File: config.mk
export PLATFORM = sky130hd
export DESIGN_NAME = dhtpfd_interval
export DESIGN_NICKNAME = d
export VERILOG_FILES = /design/src/rtl/dht_pulse_frame_decoder_macros.svh /design/src/rtl/dhtpfd_pkg.sv /design/src/rtl/dhtpfd_interval.sv
export SDC_FILE = /design/constraint.sdc
export NUM_CORES = 1
export LEC_CHECK = 0
export ABC_AREA = 1
export BUFFER_PORTS_ARGS = -buffer_cell sky130_fd_sc_hd__clkbuf_2
export CAP_MARGIN = 30
export CORE_UTILIZATION = 53
export DETAILED_ROUTE_END_ITERATION = 8
export MAX_ROUTING_LAYER = met4
export PLACE_DENSITY_LB_ADDON = 0.1
export SETUP_SLACK_MARGIN = 0.5
export SYNTH_ARGS = -nofsm -noshare
export SYNTH_HDL_FRONTEND = slang
export SYNTH_SLANG_ARGS = --single-unit
export TNS_END_PERCENT = 50
File: constraint.sdc
create_clock -name vclk -period 9.2
set_clock_uncertainty 0.2 [all_clocks]
set_input_delay 1.38 -clock vclk [all_inputs]
set_output_delay 1.38 -clock vclk [all_outputs]
set_load 0.005 [all_outputs]
File: src/rtl/dht_pulse_frame_decoder_macros.svh
// assertion macros for the pulse frame decoder
`ifndef DHT_PULSE_FRAME_DECODER_MACROS_SVH
`define DHT_PULSE_FRAME_DECODER_MACROS_SVH

// same-cycle implication, sampled on the block clock, off during reset
`define DHTPFD_ASSERT_NOW(label, ante, cons) \
   label: assert property (@(posedge clock) disable iff (reset) (ante) |-> (cons)) \
      else $error("dhtpfd same-cycle check failed");

// next-cycle implication
`define DHTPFD_ASSERT_NEXT(label, ante, cons) \
   label: assert property (@(posedge clock) disable iff (reset) (ante) |=> (cons)) \
      else $error("dhtpfd next-cycle check failed");

`endif

File: src/rtl/dhtpfd_pkg.sv
// shared types and constants of the pulse frame decoder
package dhtpfd_pkg;

   localparam int DEFAULT_COUNTER_WIDTH = 16;
   localparam int FIELD_WIDTH = 16;
   localparam int CSR_INDEX_WIDTH = 8;

   localparam logic [CSR_INDEX_WIDTH-1:0] REG_COUNTER_TOP   = 8'd0;
   localparam logic [CSR_INDEX_WIDTH-1:0] REG_RESPONSE_MIN  = 8'd1;
   localparam logic [CSR_INDEX_WIDTH-1:0] REG_RESPONSE_MAX  = 8'd2;
   localparam logic [CSR_INDEX_WIDTH-1:0] REG_ONE_THRESHOLD = 8'd3;

   localparam logic [FIELD_WIDTH-1:0] COUNTER_TOP_RESET   = 16'hFFFF;
   localparam logic [FIELD_WIDTH-1:0] RESPONSE_MIN_RESET  = 16'd70;
   localparam logic [FIELD_WIDTH-1:0] RESPONSE_MAX_RESET  = 16'd95;
   localparam logic [FIELD_WIDTH-1:0] ONE_THRESHOLD_RESET = 16'd50;

   localparam logic OP_CAPTURE = 1'b0;
   localparam logic OP_ARM     = 1'b1;

   typedef enum logic [1:0] {
      STATUS_OK         = 2'd0,
      STATUS_CHECKSUM   = 2'd1,
      STATUS_UNEXPECTED = 2'd2
   } status_type;

endpackage

File: src/rtl/dhtpfd_interval.sv
// wrapped capture interval against the previous capture
module dhtpfd_interval
   import dhtpfd_pkg::*;
#(
   parameter int COUNTER_WIDTH = DEFAULT_COUNTER_WIDTH
) (
   input  logic [FIELD_WIDTH-1:0] capture_value,
   input  logic [FIELD_WIDTH-1:0] prev_capture,
   input  logic [FIELD_WIDTH-1:0] counter_top,
   output logic [FIELD_WIDTH-1:0] capture_masked,
   output logic [FIELD_WIDTH-1:0] interval
);

   localparam int MASK_WIDTH = (COUNTER_WIDTH < FIELD_WIDTH) ? COUNTER_WIDTH : FIELD_WIDTH;
   localparam logic [FIELD_WIDTH:0] MASK_WIDE = (17'd1 << MASK_WIDTH) - 17'd1;
   localparam logic [FIELD_WIDTH-1:0] CNT_MASK = MASK_WIDE[FIELD_WIDTH-1:0];

   logic [FIELD_WIDTH-1:0]  top_masked;
   logic signed [FIELD_WIDTH+1:0] wrap_sum;

   assign capture_masked = capture_value & CNT_MASK;
   assign top_masked     = counter_top & CNT_MASK;

   // one wrap of the counter; negative only if previous sat above the top
   assign wrap_sum = $signed({2'b00, top_masked}) - $signed({2'b00, prev_capture})
                   + $signed({2'b00, capture_masked}) + 18'sd1;

   always_comb begin
      if (capture_masked >= prev_capture) begin
         interval = capture_masked - prev_capture;
      end else if (wrap_sum < 18'sd0) begin
         interval = '0;
      end else begin
         interval = wrap_sum[FIELD_WIDTH-1:0];
      end
   end

endmodule

# Word level (Yosys, flattened, before mapping)
# Index checks and enable logic that the tools add are counted.
# classes
add_sub_neg	4
magnitude_cmp	2
mux	2
# ops
cell	n
two-way mux 16 bit	2
adder 17 x 17 -> 18 bit	1
adder 18 x 2 -> 18 bit, second input constant	1
< comparator 18 x 1 -> 1 bit, second input constant	1
subtractor 16 x 16 -> 17 bit	1
>= comparator 16 bit	1
subtractor 16 bit	1
# totals
reg_bits	0
in_bits	48
out_inout_bits	32

# Logic depth before layout (Yosys ltp)
# logic_depth
ltp_word	6
depth_mapped	24
depth_no_buf	24

# Worst setup path before layout
# No wires, ideal clock.
# synth_path
path_kind	input -> output
startpoint	in prev_capture[2]
endpoint	out interval[14]
cell_stages	24
required_ps	7620
arrival_time_ps	3694
path_buffers	1
path_slack_ps	3926
cell_sequence	inv_1 > ha_1 > a21oi_1 > nand2_1 > nand3_1 > nand2_1 > nand2_1 > nand2_1 > nand2_1 > nand2_1 > nand2_1 > nand2_1 > ha_1 > nand2_1 > inv_1 > nand2_1 > nor3_1 > nand2_2 > nand2_2 > nand2_2 > nand2_4 > buf_12 > nand3_1 > nand2_1
# synth_between
elab_chain_len	6
elab_cells_between_ends	8
classes_between	4 x add/sub; 2 x order compare; 2 x mux
# synth_lines
element	line	source
from (decl)	dhtpfd_interval.sv:8	input logic [FIELD_WIDTH-1:0] prev_capture,
subtractor 16 x 16 -> 17 bit	dhtpfd_interval.sv:25	assign wrap_sum = $signed({2'b00, top_masked}) - $signed({2'b00, prev_capture})
adder 17 x 17 -> 18 bit	dhtpfd_interval.sv:26	+ $signed({2'b00, capture_masked}) + 18'sd1;
adder 18 x 2 -> 18 bit	dhtpfd_interval.sv:26	
< comparator 18 x 1 -> 1 bit	dhtpfd_interval.sv:31	end else if (wrap_sum < 18'sd0) begin
two-way mux 16 bit	dhtpfd_interval.sv:31	
two-way mux 16 bit *	dhtpfd_interval.sv:29	if (capture_masked >= prev_capture) begin
to (decl)	dhtpfd_interval.sv:11	output logic [FIELD_WIDTH-1:0] interval
# Mark *: on every way between the ends. The rest lies on a longest branch, timed or not.

# Final worst setup path
# layout_path
startpoint	in prev_capture[2]
endpoint	out interval[4]
# The elaborated chain is that of the path after synthesis.

==> results.json <==
{
  "cts_setup_buffers": 0,
  "seqCellArea_sq_um": 0,
  "synth-warning-count": 0,
  "switching_share_pct": 62.00,
  "final_common_cell": "nand2_1",
  "synthCells": 577,
  "place_ws_ns": 3.300,
  "setup_viol": 0,
  "synth.net_count": 676,
  "critical_path.max_stage_delay_ns": 0.38,
  "drt_iter0_markers": 168,
  "p_int_mw": 0.1465,
  "die_w_microns": 79.04,
  "status": "completed",
  "antenna_left": 0,
  "clkbuf_count": 0,
  "maxSlewViolCount": 0,
  "tightestPinTransition_ns": 0.3351,
  "io_pins": 80,
  "initial_core_util_pct": 56.09,
  "layout_min_cycle_time_ns": 5.920,
  "synth_area_per_cell_sq_um": 5.452,
  "drc": 0,
  "drive_above_1_share_pct": 18.03,
  "final_cell_mix": "202 x nand2_1, 92 x inv_1, 80 x clkbuf_2, 52 x nor2_1, 48 x ha_1",
  "path_class": "in2out",
  "wl_per_cell_microns": 12.96,
  "pwr-share-comb_pct": 100.0,
  "grt_pass1_wl_microns": 15110,
  "antenna_found_initial": 0,
  "critPathLaunchType": "primary input",
  "fmax_ghz": 0.1689,
  "finish.net_count": 739,
  "grt_overflow": 0,
  "drtPass1Iterations": 5,
  "routed-via-count": 3666,
  "seq_cell_count": 0,
  "numPortBuffers": 80,
  "routed_via_density": 5.163,
  "cp.arrival_ns": 4.34,
  "dp_cells": 710,
  "p_switching_mw": 0.2390,
  "synth_seq_area_share_pct": 0,
  "die_height_microns": 79.04,
  "max-vdd-ir-drop_v": 0.00005650,
  "cp_max_fo": 15,
  "fin_ws_ns": 3.280,
  "dp_hpwl_microns": 8174,
  "grt_start_max_net_pins": 24,
  "cts_resized": 0,
  "core_sq_um": 5608,
  "hold_violations": 0,
  "std_cell_rows": 27,
  "stdcell_count": 710,
  "crit_path_frequent_cell": "nand2_1",
  "antenna_cells": 0,
  "p_seq_share_pct": 0,
  "multi_input_area_sq_um": 2609,
  "p_leak_nw": 2.234,
  "die_area_sq_um": 6247,
  "cts_hold_buf": 0,
  "place_congestion": 0.9547,
  "ys_types": 32,
  "routed_wl_microns": 9205,
  "slowest_stage": "ha_1",
  "worstHoldPathType": "in2out",
  "grt_pass1_vias": 3407,
  "fin_crit_sh_pct": 64.35,
  "fill_cells": 623,
  "clkPwrFrac_pct": 0,
  "maxCapViolations": 0,
  "rsz0062_at_grt": "no",
  "required_ns": 7.62,
  "synth_area_sq_um": 3146,
  "p_per_area_nw_per_um2": 110.9,
  "syn2layout_area_growth_pct": 10.54,
  "finalSetupTns_ns": 0,
  "slew_headroom_pct": 77.43,
  "end_kind": "output pin",
  "grt_usage_pct": 30.92
}
[power by group through the flow]
stage	Sequential, mW	Clock, mW	Combinational [mW]
2_1_floorplan	0	0	0.281
3_3_place_gp	0	0	0.375
3_5_place_dp	0	0	0.380
4_1_cts	0	0	0.382
5_1_grt	0	0	0.436
6_report	0	0	0.386
[worst paths after layout]
check,start,to,slack (ns),cells past startpoint
hold / removal,capture_value[0],capture_masked[0],2.75,2
setup / recovery,prev_capture[2],interval[4],3.28,25
[critical path, delay by kind of cell]
kind            cells  cell delay, ns
compound gates      2            0.25
fa+ha+maj           2            0.75
simple gates       17            1.60
buf+inv             4            0.38
[layout make-up]
cell class                 count  share of cell area [%]
inverter                     100                   10.87
tap                           72                   2.591
timing repair buffer          80                   11.51
multi-input combinational    458                   75.03
[synthesized netlist by cell type, types with 4 or more instances]
library cell,instances,area share (%)
a21oi_1,30,4.8
o21ai_0,14,2.2
inv_1,92,11
nand2_1,202,24
nand3b_1,6,1.4
nand3_1,33,5.3
xor2_1,11,3.1
nor3_1,4,0.64
a21oi_2,6,1.7
buf_4,17,4.1
nand2_4,4,1.4
ha_1,48,19
nand2_2,8,1.6
nor2_1,52,6.2
nand4_1,4,0.80
xnor2_1,13,3.6
inv_2,7,0.84
nand3_2,4,1.3
[kinds of logic (layout without fill, tap and decap cells)]
family                   Yosys count  after routing  share of synthesized area, %
XOR/XNOR                          24             24                         6.683
buffers and inverters            119            180                         17.06
AND/OR/NAND/NOR                  325            325                         44.67
AO/OA/AOI/OAI                     58             58                         10.58
adder cells (fa/ha/maj)           51             51                         21.00
[layer usage]
metal	share of wire [%]	track usage (%)
met1	49	41.35
met3	5.5	2.414
met4	1.1	4.545
met2	45	51.72
met5	0	-
[through the flow]
step           hold slack (ns)  cell area [sq um]  utilization (%)  total power, mW
2_1_floorplan            2.641               3146                -           0.2815
3_3_place_gp             2.747               3477            62.00           0.3747
3_5_place_dp             2.748               3477            62.00           0.3797
4_1_cts                  2.748               3477            62.00           0.3823
5_1_grt                  2.761               3477            62.00           0.4355
6_report                 2.746               3477            62.00           0.3855
No activity file was read; power rests on OpenSTA's default activity.
